File: src/design/crp_pkg.sv
`default_nettype none
// ----------------------------------------------------------------------------
// crp_pkg
// Shared types and constants for the cursor position report parser: field
// widths, character codes, result kinds and the controller/datapath bundles.
// ----------------------------------------------------------------------------
package crp_pkg;

    localparam int BYTE_W  = 8;
    localparam int NUM_W   = 16;
    localparam int KIND_W  = 2;
    localparam int LIMIT_W = 9;

    localparam logic [LIMIT_W-1:0] LIMIT_RESET = 9'd256;
    localparam logic [NUM_W-1:0]   NUM_MAX     = 16'hFFFF;

    // Input commands
    localparam logic CMD_BYTE    = 1'b0;
    localparam logic CMD_TIMEOUT = 1'b1;

    // Characters of interest
    localparam logic [BYTE_W-1:0] CHAR_ESC  = 8'h1B;
    localparam logic [BYTE_W-1:0] CHAR_LBRK = 8'h5B;
    localparam logic [BYTE_W-1:0] CHAR_SEMI = 8'h3B;
    localparam logic [BYTE_W-1:0] CHAR_R    = 8'h52;
    localparam logic [BYTE_W-1:0] CHAR_0    = 8'h30;
    localparam logic [BYTE_W-1:0] CHAR_9    = 8'h39;

    typedef enum logic [KIND_W-1:0] {
        KIND_CARRY  = 2'd0,
        KIND_REPORT = 2'd1,
        KIND_FAIL   = 2'd2
    } kind_t;

    typedef enum logic [2:0] {
        EMIT_NONE,
        EMIT_BUF,
        EMIT_BYTE,
        EMIT_REPORT,
        EMIT_FAIL
    } emit_t;

    typedef enum logic [1:0] {
        PEND_HOLD,
        PEND_APPEND,
        PEND_START,
        PEND_CLEAR
    } pend_op_t;

    typedef struct packed {
        logic     load_in;
        logic     flush_init;
        pend_op_t pend_op;
        emit_t    emit;
        logic     last;
        logic     end_wait;
    } crp_cmd_t;

    typedef struct packed {
        logic fail_pre;
        logic empty;
        logic is_esc;
        logic fits;
        logic is_r;
        logic parse_ok;
        logic post_fail;
        logic flush_last;
        logic slot_free;
    } crp_status_t;

endpackage : crp_pkg
`default_nettype wire

File: src/design/crp_datapath.sv
`default_nettype none
// ----------------------------------------------------------------------------
// crp_datapath
// Pending sequence buffer, running row/column parse, carried byte count and
// the registered result slot.
// ----------------------------------------------------------------------------
module crp_datapath #(
    parameter int SEQ_BYTES = 16
) (
    input  wire logic                        clk,
    input  wire logic                        rst_n,
    input  wire logic                        command,
    input  wire logic [crp_pkg::BYTE_W-1:0]  data_byte,
    input  wire logic [crp_pkg::LIMIT_W-1:0] carry_limit,
    input  wire crp_pkg::crp_cmd_t           cmd,
    output crp_pkg::crp_status_t             status,
    output logic                             out_valid,
    input  wire logic                        out_stall,
    output logic [crp_pkg::KIND_W-1:0]       kind,
    output logic [crp_pkg::BYTE_W-1:0]       out_byte,
    output logic [crp_pkg::NUM_W-1:0]        row,
    output logic [crp_pkg::NUM_W-1:0]        col,
    output logic                             last
);

    localparam int PEND  = SEQ_BYTES - 2;
    localparam int IW    = $clog2(PEND);
    localparam int CNT_W = $clog2(PEND + 1);
    localparam int CW    = $clog2((1 << crp_pkg::LIMIT_W) + SEQ_BYTES);
    localparam int MAC_W = crp_pkg::NUM_W + 4;

    typedef enum logic [2:0] {
        P_ROW0,
        P_ROW,
        P_COL0,
        P_COL,
        P_TAIL,
        P_BAD
    } phase_t;

    logic                       cmd_in_reg;
    logic [crp_pkg::BYTE_W-1:0] byte_in_reg;
    logic [crp_pkg::BYTE_W-1:0] pend_buf [PEND];
    logic [CNT_W-1:0]           pend_cnt_reg, pend_cnt_next;
    logic [IW-1:0]              flush_idx_reg;
    logic [CW-1:0]              carried_reg, carried_next;
    phase_t                     phase_reg, phase_next;
    logic [crp_pkg::NUM_W-1:0]  row_reg, row_next;
    logic [crp_pkg::NUM_W-1:0]  col_reg, col_next;

    logic                       out_valid_reg, out_valid_next;
    crp_pkg::kind_t             kind_reg, kind_next;
    logic [crp_pkg::BYTE_W-1:0] out_byte_reg, out_byte_next;
    logic [crp_pkg::NUM_W-1:0]  row_out_reg, row_out_next;
    logic [crp_pkg::NUM_W-1:0]  col_out_reg, col_out_next;
    logic                       last_reg, last_next;

    logic                       is_digit;
    logic                       is_semi;
    logic                       ok;
    logic [3:0]                 digit;
    logic [crp_pkg::NUM_W-1:0]  mac_src;
    logic [MAC_W-1:0]           mac_sum;
    logic [crp_pkg::NUM_W-1:0]  mac_sat;
    logic [CW-1:0]              carried_after;
    logic [crp_pkg::BYTE_W-1:0] buf_rd;

    // Byte classification
    always_comb
    begin
        is_digit = (byte_in_reg >= crp_pkg::CHAR_0) && (byte_in_reg <= crp_pkg::CHAR_9);
        is_semi  = (byte_in_reg == crp_pkg::CHAR_SEMI);
        digit    = 4'(byte_in_reg - crp_pkg::CHAR_0);
        if (pend_cnt_reg == CNT_W'(1))
        begin
            ok = (byte_in_reg == crp_pkg::CHAR_LBRK);
        end
        else
        begin
            ok = is_digit || is_semi || (byte_in_reg == crp_pkg::CHAR_R);
        end
    end

    // Saturating decimal accumulate, shared by row and column
    always_comb
    begin
        mac_src = ((phase_reg == P_ROW0) || (phase_reg == P_ROW)) ? row_reg : col_reg;
        mac_sum = ({4'b0, mac_src} << 3) + ({4'b0, mac_src} << 1)
                + {{(MAC_W-4){1'b0}}, digit};
        mac_sat = (mac_sum > MAC_W'(crp_pkg::NUM_MAX)) ? crp_pkg::NUM_MAX
                                                        : mac_sum[crp_pkg::NUM_W-1:0];
    end

    assign carried_after = carried_reg + CW'(pend_cnt_reg)
                         + CW'(byte_in_reg != crp_pkg::CHAR_ESC);
    assign buf_rd        = pend_buf[flush_idx_reg];

    always_comb
    begin
        status.fail_pre   = (cmd_in_reg == crp_pkg::CMD_TIMEOUT)
                          || (carried_reg >= CW'(carry_limit));
        status.empty      = (pend_cnt_reg == '0);
        status.is_esc     = (byte_in_reg == crp_pkg::CHAR_ESC);
        status.fits       = ok && (pend_cnt_reg < CNT_W'(PEND));
        status.is_r       = (byte_in_reg == crp_pkg::CHAR_R);
        status.parse_ok   = (phase_reg == P_COL) || (phase_reg == P_TAIL);
        status.post_fail  = (carried_after >= CW'(carry_limit));
        status.flush_last = (CNT_W'(flush_idx_reg) == (pend_cnt_reg - CNT_W'(1)));
        status.slot_free  = !out_valid_reg || !out_stall;
    end

    // Pending count, parse state and carried count
    always_comb
    begin
        pend_cnt_next = pend_cnt_reg;
        phase_next    = phase_reg;
        row_next      = row_reg;
        col_next      = col_reg;
        carried_next  = carried_reg;

        unique case (cmd.pend_op)
            crp_pkg::PEND_HOLD:
            begin
            end
            crp_pkg::PEND_APPEND:
            begin
                pend_cnt_next = pend_cnt_reg + CNT_W'(1);
                if (is_digit)
                begin
                    unique case (phase_reg)
                        P_ROW0, P_ROW:
                        begin
                            row_next   = mac_sat;
                            phase_next = P_ROW;
                        end
                        P_COL0, P_COL:
                        begin
                            col_next   = mac_sat;
                            phase_next = P_COL;
                        end
                        P_TAIL, P_BAD:
                        begin
                        end
                    endcase
                end
                else if (is_semi)
                begin
                    unique case (phase_reg)
                        P_ROW:          phase_next = P_COL0;
                        P_COL, P_TAIL:  phase_next = P_TAIL;
                        P_ROW0, P_COL0,
                        P_BAD:          phase_next = P_BAD;
                    endcase
                end
            end
            crp_pkg::PEND_START:
            begin
                pend_cnt_next = CNT_W'(1);
                phase_next    = P_ROW0;
                row_next      = '0;
                col_next      = '0;
            end
            crp_pkg::PEND_CLEAR:
            begin
                pend_cnt_next = '0;
            end
        endcase

        if ((cmd.emit == crp_pkg::EMIT_BUF) || (cmd.emit == crp_pkg::EMIT_BYTE))
        begin
            carried_next = carried_reg + CW'(1);
        end
        if (cmd.end_wait)
        begin
            pend_cnt_next = '0;
            carried_next  = '0;
        end
    end

    // Result slot
    always_comb
    begin
        out_valid_next = out_valid_reg && out_stall;
        kind_next      = kind_reg;
        out_byte_next  = out_byte_reg;
        row_out_next   = row_out_reg;
        col_out_next   = col_out_reg;
        last_next      = last_reg;
        if (cmd.emit != crp_pkg::EMIT_NONE)
        begin
            out_valid_next = 1'b1;
            last_next      = cmd.last;
            out_byte_next  = '0;
            row_out_next   = '0;
            col_out_next   = '0;
            unique case (cmd.emit)
                crp_pkg::EMIT_BUF:
                begin
                    kind_next     = crp_pkg::KIND_CARRY;
                    out_byte_next = buf_rd;
                end
                crp_pkg::EMIT_BYTE:
                begin
                    kind_next     = crp_pkg::KIND_CARRY;
                    out_byte_next = byte_in_reg;
                end
                crp_pkg::EMIT_REPORT:
                begin
                    kind_next    = crp_pkg::KIND_REPORT;
                    row_out_next = row_reg;
                    col_out_next = col_reg;
                end
                crp_pkg::EMIT_FAIL, crp_pkg::EMIT_NONE:
                begin
                    kind_next = crp_pkg::KIND_FAIL;
                end
            endcase
        end
    end

    always_ff @(posedge clk or negedge rst_n)
    begin
        if (!rst_n)
        begin
            pend_cnt_reg  <= '0;
            carried_reg   <= '0;
            flush_idx_reg <= '0;
            phase_reg     <= P_ROW0;
            out_valid_reg <= 1'b0;
        end
        else
        begin
            pend_cnt_reg  <= pend_cnt_next;
            carried_reg   <= carried_next;
            phase_reg     <= phase_next;
            out_valid_reg <= out_valid_next;
            if (cmd.flush_init)
            begin
                flush_idx_reg <= '0;
            end
            else if (cmd.emit == crp_pkg::EMIT_BUF)
            begin
                flush_idx_reg <= flush_idx_reg + IW'(1);
            end
        end
    end

    // Payload and buffer: no reset
    always_ff @(posedge clk)
    begin
        row_reg      <= row_next;
        col_reg      <= col_next;
        kind_reg     <= kind_next;
        out_byte_reg <= out_byte_next;
        row_out_reg  <= row_out_next;
        col_out_reg  <= col_out_next;
        last_reg     <= last_next;
        if (cmd.load_in)
        begin
            cmd_in_reg  <= command;
            byte_in_reg <= data_byte;
        end
        if (cmd.pend_op == crp_pkg::PEND_APPEND)
        begin
            pend_buf[pend_cnt_reg[IW-1:0]] <= byte_in_reg;
        end
        else if (cmd.pend_op == crp_pkg::PEND_START)
        begin
            pend_buf[0] <= crp_pkg::CHAR_ESC;
        end
    end

    assign out_valid = out_valid_reg;
    assign kind      = kind_reg;
    assign out_byte  = out_byte_reg;
    assign row       = row_out_reg;
    assign col       = col_out_reg;
    assign last      = last_reg;

    a_pend_bound: assert property (@(posedge clk) disable iff (!rst_n)
        pend_cnt_reg <= CNT_W'(PEND))
        else $error("pending count beyond buffer depth");

    a_report_parsed: assert property (@(posedge clk) disable iff (!rst_n)
        cmd.emit == crp_pkg::EMIT_REPORT |-> status.parse_ok)
        else $error("report emitted without a complete row and column");

    a_flush_in_range: assert property (@(posedge clk) disable iff (!rst_n)
        cmd.emit == crp_pkg::EMIT_BUF |-> CNT_W'(flush_idx_reg) < pend_cnt_reg)
        else $error("flush read beyond pending bytes");

    a_carry_payload: assert property (@(posedge clk) disable iff (!rst_n)
        out_valid_reg && (kind_reg != crp_pkg::KIND_CARRY) |-> out_byte_reg == '0)
        else $error("non-carry result carries a byte");

endmodule : crp_datapath
`default_nettype wire

File: src/design/crp_ctrl.sv
`default_nettype none
// ----------------------------------------------------------------------------
// crp_ctrl
// Sequencer for the parser: takes one item, decides its case, then steps the
// datapath through the results one transfer at a time.
// ----------------------------------------------------------------------------
module crp_ctrl (
    input  wire logic                 clk,
    input  wire logic                 rst_n,
    input  wire logic                 in_valid,
    output logic                      in_stall,
    input  wire crp_pkg::crp_status_t status,
    output crp_pkg::crp_cmd_t         cmd
);

    typedef enum logic [2:0] {
        S_IDLE,
        S_DECIDE,
        S_FLUSH,
        S_BYTE,
        S_REPORT,
        S_FAIL
    } state_t;

    state_t state_reg, state_next;
    logic   post_fail_reg, post_fail_next;

    always_comb
    begin
        state_next     = state_reg;
        post_fail_next = post_fail_reg;
        cmd            = '{load_in: 1'b0, flush_init: 1'b0,
                           pend_op: crp_pkg::PEND_HOLD, emit: crp_pkg::EMIT_NONE,
                           last: 1'b0, end_wait: 1'b0};

        unique case (state_reg)
            S_IDLE:
            begin
                if (in_valid)
                begin
                    cmd.load_in = 1'b1;
                    state_next  = S_DECIDE;
                end
            end
            S_DECIDE:
            begin
                cmd.flush_init = 1'b1;
                post_fail_next = status.post_fail;
                priority if (status.fail_pre)
                begin
                    state_next = S_FAIL;
                end
                else if (status.empty)
                begin
                    if (status.is_esc)
                    begin
                        cmd.pend_op = crp_pkg::PEND_START;
                        state_next  = S_IDLE;
                    end
                    else
                    begin
                        state_next = S_BYTE;
                    end
                end
                else if (status.fits && !status.is_r)
                begin
                    cmd.pend_op = crp_pkg::PEND_APPEND;
                    state_next  = S_IDLE;
                end
                else if (status.fits && status.parse_ok)
                begin
                    state_next = S_REPORT;
                end
                else
                begin
                    state_next = S_FLUSH;
                end
            end
            S_FLUSH:
            begin
                if (status.slot_free)
                begin
                    cmd.emit = crp_pkg::EMIT_BUF;
                    if (status.flush_last)
                    begin
                        cmd.last    = status.is_esc && !post_fail_reg;
                        cmd.pend_op = (status.is_esc && !post_fail_reg) ? crp_pkg::PEND_START
                                                                        : crp_pkg::PEND_CLEAR;
                        priority if (!status.is_esc)
                        begin
                            state_next = S_BYTE;
                        end
                        else if (post_fail_reg)
                        begin
                            state_next = S_FAIL;
                        end
                        else
                        begin
                            state_next = S_IDLE;
                        end
                    end
                end
            end
            S_BYTE:
            begin
                if (status.slot_free)
                begin
                    cmd.emit   = crp_pkg::EMIT_BYTE;
                    cmd.last   = !post_fail_reg;
                    state_next = post_fail_reg ? S_FAIL : S_IDLE;
                end
            end
            S_REPORT:
            begin
                if (status.slot_free)
                begin
                    cmd.emit     = crp_pkg::EMIT_REPORT;
                    cmd.last     = 1'b1;
                    cmd.end_wait = 1'b1;
                    state_next   = S_IDLE;
                end
            end
            S_FAIL:
            begin
                if (status.slot_free)
                begin
                    cmd.emit     = crp_pkg::EMIT_FAIL;
                    cmd.last     = 1'b1;
                    cmd.end_wait = 1'b1;
                    state_next   = S_IDLE;
                end
            end
        endcase
    end

    always_ff @(posedge clk or negedge rst_n)
    begin
        if (!rst_n)
        begin
            state_reg     <= S_IDLE;
            post_fail_reg <= 1'b0;
        end
        else
        begin
            state_reg     <= state_next;
            post_fail_reg <= post_fail_next;
        end
    end

    assign in_stall = (state_reg != S_IDLE);

    a_emit_slot: assert property (@(posedge clk) disable iff (!rst_n)
        cmd.emit != crp_pkg::EMIT_NONE |-> status.slot_free)
        else $error("result written over an untaken result");

    a_accept_decide: assert property (@(posedge clk) disable iff (!rst_n)
        in_valid && !in_stall |=> state_reg == S_DECIDE)
        else $error("accepted item not decided next cycle");

    a_last_ends: assert property (@(posedge clk) disable iff (!rst_n)
        cmd.emit != crp_pkg::EMIT_NONE && cmd.last |=> state_reg == S_IDLE)
        else $error("final result did not end the item");

endmodule : crp_ctrl
`default_nettype wire

File: src/design/cursor_report_parser.sv
`default_nettype none
// ----------------------------------------------------------------------------
// cursor_report_parser
// Watches terminal input for ESC [ row ; col R and turns it into a position
// report; all other bytes pass on as carried bytes.
// ----------------------------------------------------------------------------
// Usage:
//   Input channel (in_valid / in_stall, command, data_byte): one transfer per
//   received byte, or a timeout command. Output channel (out_valid /
//   out_stall, kind, out_byte, row, col, last): zero to sixteen results per
//   input, the final one flagged by last.
//   cfg_write / cfg_data set carry_limit; write only while the block is idle.
// Sequence:
//   An input is taken in the idle cycle, classified in the next, then each
//   result is written through the output register while the slot is free. An
//   input that only starts or extends a candidate sequence writes no result;
//   one that flushes a full candidate writes each pending byte in turn. The
//   sequencer handles one input at a time; the serial flush of the pending
//   buffer sets the worst case.
// Reset: pending sequence and carried count clear, carry_limit returns to
//   256, no result is held.
// Stall: a stalled result holds in the output register and the sequencer
//   waits; in_stall stays high until the input's last result is written.
// ----------------------------------------------------------------------------
module cursor_report_parser #(
    parameter int SEQ_BYTES = 16
) (
    input  wire logic                        clk,
    input  wire logic                        rst_n,
    input  wire logic                        cfg_write,
    input  wire logic [crp_pkg::LIMIT_W-1:0] cfg_data,
    input  wire logic                        in_valid,
    output logic                             in_stall,
    input  wire logic                        command,
    input  wire logic [crp_pkg::BYTE_W-1:0]  data_byte,
    output logic                             out_valid,
    input  wire logic                        out_stall,
    output logic [crp_pkg::KIND_W-1:0]       kind,
    output logic [crp_pkg::BYTE_W-1:0]       out_byte,
    output logic [crp_pkg::NUM_W-1:0]        row,
    output logic [crp_pkg::NUM_W-1:0]        col,
    output logic                             last
);

    logic [crp_pkg::LIMIT_W-1:0] carry_limit_reg, carry_limit_next;
    crp_pkg::crp_cmd_t           cmd;
    crp_pkg::crp_status_t        status;

    // Carry limit register: take the written value as is
    assign carry_limit_next = cfg_write ? cfg_data : carry_limit_reg;

    always_ff @(posedge clk or negedge rst_n)
    begin
        if (!rst_n)
        begin
            carry_limit_reg <= crp_pkg::LIMIT_RESET;
        end
        else
        begin
            carry_limit_reg <= carry_limit_next;
        end
    end

    // Sequencer: one input at a time, one result transfer per step
    crp_ctrl u_ctrl (
        .clk      (clk),
        .rst_n    (rst_n),
        .in_valid (in_valid),
        .in_stall (in_stall),
        .status   (status),
        .cmd      (cmd)
    );

    // Buffer, parse, counters and the result register
    crp_datapath #(
        .SEQ_BYTES (SEQ_BYTES)
    ) u_datapath (
        .clk         (clk),
        .rst_n       (rst_n),
        .command     (command),
        .data_byte   (data_byte),
        .carry_limit (carry_limit_reg),
        .cmd         (cmd),
        .status      (status),
        .out_valid   (out_valid),
        .out_stall   (out_stall),
        .kind        (kind),
        .out_byte    (out_byte),
        .row         (row),
        .col         (col),
        .last        (last)
    );

endmodule : cursor_report_parser
`default_nettype wire
File: config.mk
export PLATFORM = sky130hd
export DESIGN_NAME = cursor_report_parser
export DESIGN_NICKNAME = d
export VERILOG_FILES = /design/src/design/crp_pkg.sv /design/src/design/crp_datapath.sv /design/src/design/crp_ctrl.sv /design/src/design/cursor_report_parser.sv
export SDC_FILE = /design/constraint.sdc
export NUM_CORES = 1
export LEC_CHECK = 0
export BUFFER_PORTS_ARGS = -buffer_cell sky130_fd_sc_hd__buf_2
export CAP_MARGIN = 30
export CORE_UTILIZATION = 65
export DETAILED_ROUTE_END_ITERATION = 7
export GPL_TIMING_DRIVEN = 1
export HOLD_SLACK_MARGIN = 0.02
export PLACE_DENSITY = 0.84
export SYNTH_ARGS = -nofsm -noshare
export SYNTH_HDL_FRONTEND = slang
export SYNTH_SLANG_ARGS = --single-unit
File: constraint.sdc
create_clock -name clk -period 7 [get_ports clk]
set_input_delay 1.4 -clock clk [delete_from_list [all_inputs] [get_ports clk]]
set_output_delay 1.4 -clock clk [all_outputs]
set_load 0.05 [all_outputs]
==> run summary, run 1 <==
Of the total synthesized cell area, the portion taken by XOR and XNOR cells is 0.0268. Measured against its own limit, the worst slew margin works out to 0.326. The number of detailed-route iterations in the first pass came out at 5. The worst setup path is captured at a register. In this design, the largest share of critical-path delay is due to adder cells. The number of global-route vias before repair came out at 6871. The wire length of the first global-routing pass came out at ~37000 µm. When the netlist entered floorplanning its net count stood at 900. STA classifies the critical path startpoint as a register. The floorplan step defined a die boundary enclosing about 18000 µm². Buffers inserted during clock tree synthesis total 24. The worst endpoint data arrival time came out at between 5 and 6 ns. VDD sags by at most 0.288 mV. a little under 70 I/O pins were placed.

The most used flip-flop cell after synthesis is edfxtp_1. The leakage power came out at ~4.7 nW. The count of hold-fix buffers inserted at cts came out at 0. Setup repair after global routing left no endpoint under its margin.

The post-synthesis compound-gate area fraction came out at 0.0859. Summed over all layers, the routed wires come to roughly 23000 µm. The instance count of the mapped netlist is roughly 810. The clock skew is approximately 0.015 ns. The HPWL after detailed placement is 16600 µm.

The topmost layer with routed signal wires is met4. The setup fix buffers added after clock tree synthesis came out at 0. The combined global-route utilization of all metal layers is 0.268. The data required time at the worst endpoint is 7.19 ns. Setup total negative slack on the finished layout was measured at 0 ns. The critical path is of the register to register type. The kind of path behind the tightest hold check is register to register.

The maximum fanout count along the critical path is 17. The final estimated routing congestion in global placement is just over 0.9. The post-route total power came out at 4.15 mW. The mux share of post-synthesis cell area came out at 0.0958. The number of storage elements in the synthesis netlist is 231. Dividing the final minimum period by the clock period gives 0.695. The buffers plus inverters on the worst setup path is 0. The count of antenna-violating nets left after detailed routing is 0. The run finished with clean final reports. The power density over the cells is roughly 330 nW/µm². The DRC marker count from the first detailed-route iteration came out at 527.

On the worst path, the slowest cell contributes a delay of between 0.7 and 0.8 ns. By area the synthesized netlist is led by edfxtp_1 (52%), dfrtp_1 (7.5%), ha_1 (6.8%). Summed over all layers, the global routing overflow is 0.

The detail-routed net length per standard cell came out at between 20 and 25 µm. Based on the critical path, the design can be clocked at up to 0.206 GHz. The area share of the leading cell type in the synthesized netlist came out at 0.516.

The die width is 134 µm. The core region is ~17000 µm². Of all flip-flops after synthesis, the portion carrying an async set or reset was 0.152.

The latest clock arrival within the worst-skew pair came out at about 0.52 ns. In the routed design, unresolved DRC markers number 0. The floorplan has 48 rows. The synthesized area divided by synthesized cell count is 14.1 µm². The initial utilization of the core area, before any placement, comes to 0.662. CTS saw around 230 sinks. Yosys mapped a number of flops with a built-in enable equal to between 150 and 200. The initial antenna violation count came out at 0.

The pin count of the biggest net entering global routing came out at 45. The number of gates resized after CTS was 0. Of the total synthesized cell area, the portion taken by full adders, half adders and majority gates is 0.0750. The max-slew violation count came out at 0. The layout overhead on the synthesized area is 11.7%. The height of the die is 134 µm.

The cell with the biggest individual delay on the critical path is xnor2_2. The number of unique standard cell types used by synthesis came out at 80. The final setup violation count is 0.

Counting stages on the worst path, the most repeated cell is fa_1. The maximum buffer depth of the clock tree is 3. The level count of the clock H-tree is 1. The total count of hold-check failures in the final report came out at 0. The routed length on met1 came out at approximately 9400 µm. The tool flagged a number of max-cap violations equal to 0. After synthesis, the largest family of logic cells by area is simple AND/OR/NAND/NOR gates. After clock tree synthesis, the clock-pin slew on the worst setup and hold paths is about 0.060 ns. Among all cell types in the netlist, the one instantiated most often is edfxtp_1. The TritonCTS clock tree is built. The register with the most flip-flops in the layout has roughly 110 of them. The total inserted antenna cells is 0.

The via count of the routed design is about 7.0k. The total number of nets in the final design came out at ~1000. edfxtp_1 takes more of the synthesized area than any other cell.

The mean number of vias per cell came out at around 6.2. The total of warnings raised by yosys came out at 0. Detailed routing placed a total of about 1600 µm of wire on met3.

Walking the worst path, the cells encountered are nor2_2 -> mux2_2 -> fa_1 -> fa_1 -> a211oi_2 -> o21ai_2 -> a31o_4 -> nand3_4 -> a21oi_1 -> xnor2_2 -> a31oi_1. The share of the Yosys chip area taken by registers is 0.593. Of the total synthesized cell area, the portion taken by AND, OR, NAND and NOR gates is 0.101. The fraction of final layout cells with drive strength greater than 1 is 0.232. The clock period minus worst slack is approximately 4.9 ns.

During placement, the flow inserted port buffers numbering 67. Counting instances in the post-synthesis netlist gives the leading cell types as edfxtp_1 (196), nor2_1 (65), ha_1 (62). In this run the clock root is driven by a clkbuf_16. The total standard cell area after synthesis came out at about 11000 µm². The worst-margin pin slew came out at 1.01 ns. Detailed routing placed a total of 11700 µm of wire on met2.
[cell families (layout without fill, tap and decap cells)]
kind of cell	count (synthesis)	in the layout
muxes	67	67
buffers and inverters	61	151
and+or+nand+nor	220	220
xor gates and xnor gates	34	34
adders and majority gates	66	66
DFF	231	231
AOI/OAI and AO/OA	132	132
[where the power goes]
| group | leakage [nW] | internal (mW) | total, mW | switching [mW] |
|---|---|---|---|---|
| registers | 2.22 | 1.70 | 1.80 | 0.0959 |
| logic | 2.14 | 0.338 | 1.14 | 0.802 |
| clock network | 0.365 | 0.708 | 1.21 | 0.503 |
| total | 4.73 | 2.75 | 4.15 | 1.40 |
[metal layers]
metal  global-route usage  vias to the layer above
li1                     -                     3221
met1                0.359                     3442
met2                0.462                      325
met3               0.0360                       45
met4               0.0799                        0
met5                    0                        -
[cell type report]
class | count | area, µm²
flip-flops and latches | 231 | 6760
fillers | 1075 | 4500
multi-input cells | 519 | 4390
clock buffers | 31 | 627
repair buffers | 81 | 449
well taps | 225 | 282
clock inverters | 12 | 125
inverters | 27 | 101
[layout by cell type, fill, tap and decap left out, types with 17 or more instances in the layout]
master,netlist,routed
nor2_1,65,65
mux2_2,27,27
dfrtp_1,34,33
o21ai_0,24,24
edfxtp_1,196,196
mux4_2,31,31
a21oi_1,27,27
xor2_1,17,17
inv_1,26,25
and2_1,33,33
clkbuf_16,0,24
buf_2,10,70
nand2_1,37,37
ha_1,62,62
[path summary, 6_finish.rpt]
kind | from | to | slack [ns] | depth (start not counted)
worst min register to register | u_datapath.row_reg[5] | u_datapath.row[5] | 0.54 | 1
min in group asynchronous | rst_n | carry_limit_reg[0] | 0.97 | 1
worst max register to register | u_datapath.phase_reg[2] | u_datapath.row_reg[1] | 2.14 | 11
worst min-delay path | u_datapath.row_reg[5] | u_datapath.row[5] | 0.54 | 1
worst max-delay path | u_datapath.phase_reg[2] | u_datapath.row_reg[1] | 2.14 | 11
max in group asynchronous | rst_n | u_datapath.flush_idx_reg[0] | 5.47 | 1
[metrics by stage]
stage	cell area [µm²]	instances	hold WS (ns)	utilization	setup slack, ns
2_1_floorplan	11400	811	0.505	-	2.65
3_3_place_gp	11900	1074	0.533	0.691	2.02
3_5_place_dp	11900	1077	0.535	0.693	1.77
4_1_cts	12700	1120	0.537	0.737	2.12
5_1_grt	12700	1126	0.566	0.739	1.89
6_report	12700	1126	0.538	0.739	2.14
(Power assumes the default switching activity.)
==> run 2, diff against run 1 <==
ABC_AREA = 1   (was default)
CORE_UTILIZATION = 56   (was 65)
PLACE_DENSITY = 0.77   (was 0.84)
clock period = 4.4 ns   (was 7 ns; I/O delays follow)
==> run 2 against run 1 <==
- the run now ends with DRC left
- combinational power rose to 4.2 times the previous value
- wire length up 15%
- global-route usage down 1.8 points
- clock power up 74%
- synthesized area is 4.8% higher
- total power increased by 140%
- sequential power is 66% higher
- largest cell class unchanged
- largest power group is now combinational logic
- highest routed layer unchanged
==> run summary, run 2 <==
The number of synthesized flops with an enable pin is 196 (unchanged). The die width is 148 µm (was 134 µm). The height of the die is 148 µm (was 134 µm). The area of the multi-input gates came to 4400 µm² (was 4390 µm²). Highest-count cells in the layout ignoring fill and taps: nand2_1 (301), edfxtp_1 (196), inv_1 (162), nor2_1 (139), nand3_1 (83) (was edfxtp_1 (196), buf_2 (70), nor2_1 (65), ha_1 (62), nand2_1 (37)). The flip-flop and latch area came out at 6760 µm² (about the same). The area share of the leading cell type in the synthesized netlist is 0.492 (was 0.516). The checks that failed: DRC.

The clock period minus worst slack came out at 3.78 ns (was 4.86 ns). The aggregate routed wire length came to 26600 µm (was 23200 µm). The clock-pin slew on the worst setup and hold paths came to 0.07 ns (was 0.06 ns). The initial antenna violation count was 0 (unchanged). The power density over the cells came out at 731 nW/µm² (was 326 nW/µm²). The total of warnings raised by yosys is 0 (unchanged).

The number of gates resized after CTS came out at 0 (unchanged). The post-synthesis compound-gate area fraction came to 0.0810 (was 0.0859). The mux share of post-synthesis cell area came to 0.000942 (was 0.0958). The largest family of logic cells by synthesized area is simple AND/OR/NAND/NOR gates (unchanged). The number of unique standard cell types used by synthesis came to 46 (was 80). The number of cells traversed by the worst register-to-register path is 19 (was 11). The number of fillers in the final layout is 1641 (was 1075). The share of the cycle needed by the critical path after routing is 0.860 (was 0.695). The mean number of vias per cell is 5.41 (was 6.25). The latest clock arrival within the worst-skew pair came out at 0.52 ns (about the same). The data required time at the worst endpoint is 4.67 ns (was 7.19 ns). The final setup violation count is 0 (unchanged). The CTS sink count is 231 (unchanged). The capturing point of the worst reg2reg path is u_datapath.col_reg[15] (was u_datapath.row_reg[1]). The placeable core region is 21000 µm² (was 17200 µm²).

The residual overflow from global routing is 0 (unchanged). The worst setup timing slack at the placement stage is 0.696 ns (was 1.77 ns). Area contributors post-synth: edfxtp_1 (49%), nand2_1 (9.5%), dfrtp_1 (7.1%) (was edfxtp_1 (52%), dfrtp_1 (7.5%), ha_1 (6.8%)). The type of element launching the critical path is a register (unchanged). The die outline area came out at 21900 µm² (was 18100 µm²).

The count of unresolved DRC violations after routing is 2 (was 0). The highest clock frequency the design can meet is 0.264 GHz (was 0.206 GHz). The half-perimeter wire length of the detailed placement result is 18700 µm (was 16600 µm). The simple-gate share of the synthesized area is 0.196 (was 0.101). Outcome: complete, but fails checks (was finished, final reports clean). The final estimated routing congestion in global placement is 0.916 (was 0.910). The leading cell type in the layout, fill and taps excluded was nand2_1 (was edfxtp_1). The worst endpoint data arrival time is 4.05 ns (was 5.06 ns). The total placed cells including tap cells is 1601 (was 1077). The TritonCTS clock tree is built (unchanged).

The number of maximum-capacitance constraint violations came to 0 (unchanged). The total count of hold-check failures in the final report came out at 0 (unchanged). The maximum buffer depth of the clock tree came out at 3 (unchanged). The leakage power came out at 5.99 nW (was 4.73 nW). The number of I/O port buffers is 67 (unchanged). The number of rows in the core area is 53 (was 48).

The initial core utilization came to 0.571 (was 0.662). The largest vdd supply drop is 0.380 mV (was 0.288 mV). The setup fix buffers added after clock tree synthesis is 0 (unchanged).

The net count after synthesis came out at 1358 (was 900). The number of buffers inserted during clock tree synthesis came out at 24 (unchanged). The capturing element type of the critical path was a register (unchanged).

The max-slew violation count was 0 (unchanged). The total negative slack for setup checks came out at 0 ns (unchanged). The finished layout cell area came out at 13600 µm² (was 12700 µm²). The path type of the worst setup path is register to register (unchanged). The flip-flop count of the largest register, all copies and words added is 112 (unchanged). The pin count of the biggest net entering global routing is 52 (was 45). The total inserted antenna cells is 0 (unchanged). The number of detailed-route iterations in the first pass came out at 8 (was 5). The placed cell area is 12700 µm² (was 11900 µm²). The share of synthesized registers carrying an async set or reset is 0.152 (unchanged). The fraction of the core area covered by cells at the end of the flow is 0.647 (was 0.739). The number of global-route vias before repair came out at 8508 (was 6871).

The instance count of the mapped netlist came to 1269 (was 811). The most common cell in the netlist was nand2_1 (was edfxtp_1). The wire length of the first global-routing pass came to 42800 µm (was 36600 µm). The detail-routed net length per standard cell is 16.2 µm (was 20.6 µm). The level count of the clock H-tree is 1 (unchanged).

Setup repair after global routing missed its margin: false (unchanged). The maximum fanout count along the critical path was 26 (was 17). The buffer type at the clock tree root is clkbuf_16 (unchanged). The DRC marker count from the first detailed-route iteration is 907 (was 527). The cell taking the most area after synthesis was edfxtp_1 (unchanged). The combined global-route utilization of all metal layers came out at 0.250 (was 0.268). The total standard cell area after synthesis came out at 12000 µm² (was 11400 µm²).

The worst flop-to-flop path startpoint is u_datapath.phase_reg[2] (unchanged). The share of synthesized area occupied by flip-flops and latches came to 0.566 (was 0.593). The post-route worst hold slack is 0.469 ns (was 0.538 ns). The count of non-filler cells in the finished layout is 1646 (was 1126). The kind of path behind the tightest hold check is input pin to async pin (was register to register).

The reg-to-reg setup timing slack was 0.62 ns (was 2.14 ns). The count of hold-fix buffers inserted at cts came out at 0 (unchanged). The worst relative slew slack came out at 0.401 (was 0.326). The share of the synthesized netlist area taken by xor and xnor gates came out at 0.0183 (was 0.0268).

The worst-margin pin slew is 0.895 ns (was 1.01 ns). The via count of the routed design is 8912 (was 7033). The total number of nets in the final design came out at 1442 (was 973).

The prevailing post-synth register cell is edfxtp_1 (unchanged). The count of antenna-violating nets left after detailed routing came out at 0 (unchanged). The count of pins on the block boundary came to 68 (unchanged). The number of storage elements in the synthesis netlist came out at 231 (unchanged). The post-route total power came out at 9.90 mW (was 4.15 mW). List of most frequent post-synthesis cells: nand2_1 (302), edfxtp_1 (196), inv_1 (162) (was edfxtp_1 (196), nor2_1 (65), ha_1 (62)). The clock skew came to 0.0159 ns (was 0.0153 ns). The layout overhead on the synthesized area is 13.3% (was 11.7%).

The fraction of final layout cells with drive strength greater than 1 is 0.115 (was 0.232). The least setup slack across all paths after layout is 0.617 ns (was 2.14 ns). The synthesized-area fraction occupied by adder cells is 0.0716 (was 0.0750). The synthesized area divided by synthesized cell count came out at 9.42 µm² (was 14.1 µm²).
## run 2: how the worst max path moves through the flow
stage,to,start
final,u_datapath.col_reg[15],u_datapath.phase_reg[2]
after global routing,u_datapath.row_reg[0],u_datapath.phase_reg[2]
after CTS,u_datapath.row_reg[0],u_datapath.phase_reg[2]
after detailed placement,u_datapath.pend_buf[6][6],out_stall
after global placement,u_datapath.col_reg[0],u_datapath.phase_reg[2]
after floorplan,u_datapath.row_reg[0],out_stall
## run 2: metal layers
layer / routed length (µm) / up-vias / part of all wire / track usage
met5: 0 / - / 0 / 0
met4: 990 / 0 / 0.037 / 0.0969
met3: 2050 / 70 / 0.077 / 0.0310
met2: 12000 / 378 / 0.45 / 0.396
met1: 11600 / 4057 / 0.44 / 0.355
li1: - / 4407 / - / -
## run 2: cell families (layout without fill, tap and decap cells)
group / after synthesis / count (layout)
xor gates and xnor gates: 25 / 25
buffers and inverters: 206 / 308
adders and majority gates: 66 / 66
AOI/OAI and AO/OA: 177 / 177
DFF: 231 / 231
muxes: 1 / 1
and+or+nand+nor: 563 / 563
## run 2: cell type report
| cell class | instances | share of cell area |
|---|---|---|
| inverter | 171 | 0.0474 |
| tap | 275 | 0.0254 |
| timing repair buffer | 93 | 0.0421 |
| sequential | 231 | 0.499 |
| clock inverter | 19 | 0.0153 |
| clock buffer | 25 | 0.0462 |
| multi-input combinational | 832 | 0.325 |
## run 2: power breakdown
group	switching [mW]	internal (mW)
clock network	0.837	1.27
logic	3.29	1.51
registers	0.154	2.83
total	4.29	5.61
## run 2: worst max-delay path, cell delays in order, from the launching register on
cell and delay, ns:
dfrtp_1 0.42, nor2_2 0.38, buf_12 0.22, nand2_1 0.05, o21ai_0 0.17, ha_1 0.32, ha_1 0.27, fa_1 0.43
nand2_1 0.10, nand2_1 0.10, nand3_1 0.11, nand2_2 0.08, nand2_1 0.09, nand2_1 0.06, nand2_1 0.06, nand2_1 0.07
nor2_4 0.32, nand3_1 0.14, nand2_1 0.08, inv_1 0.07
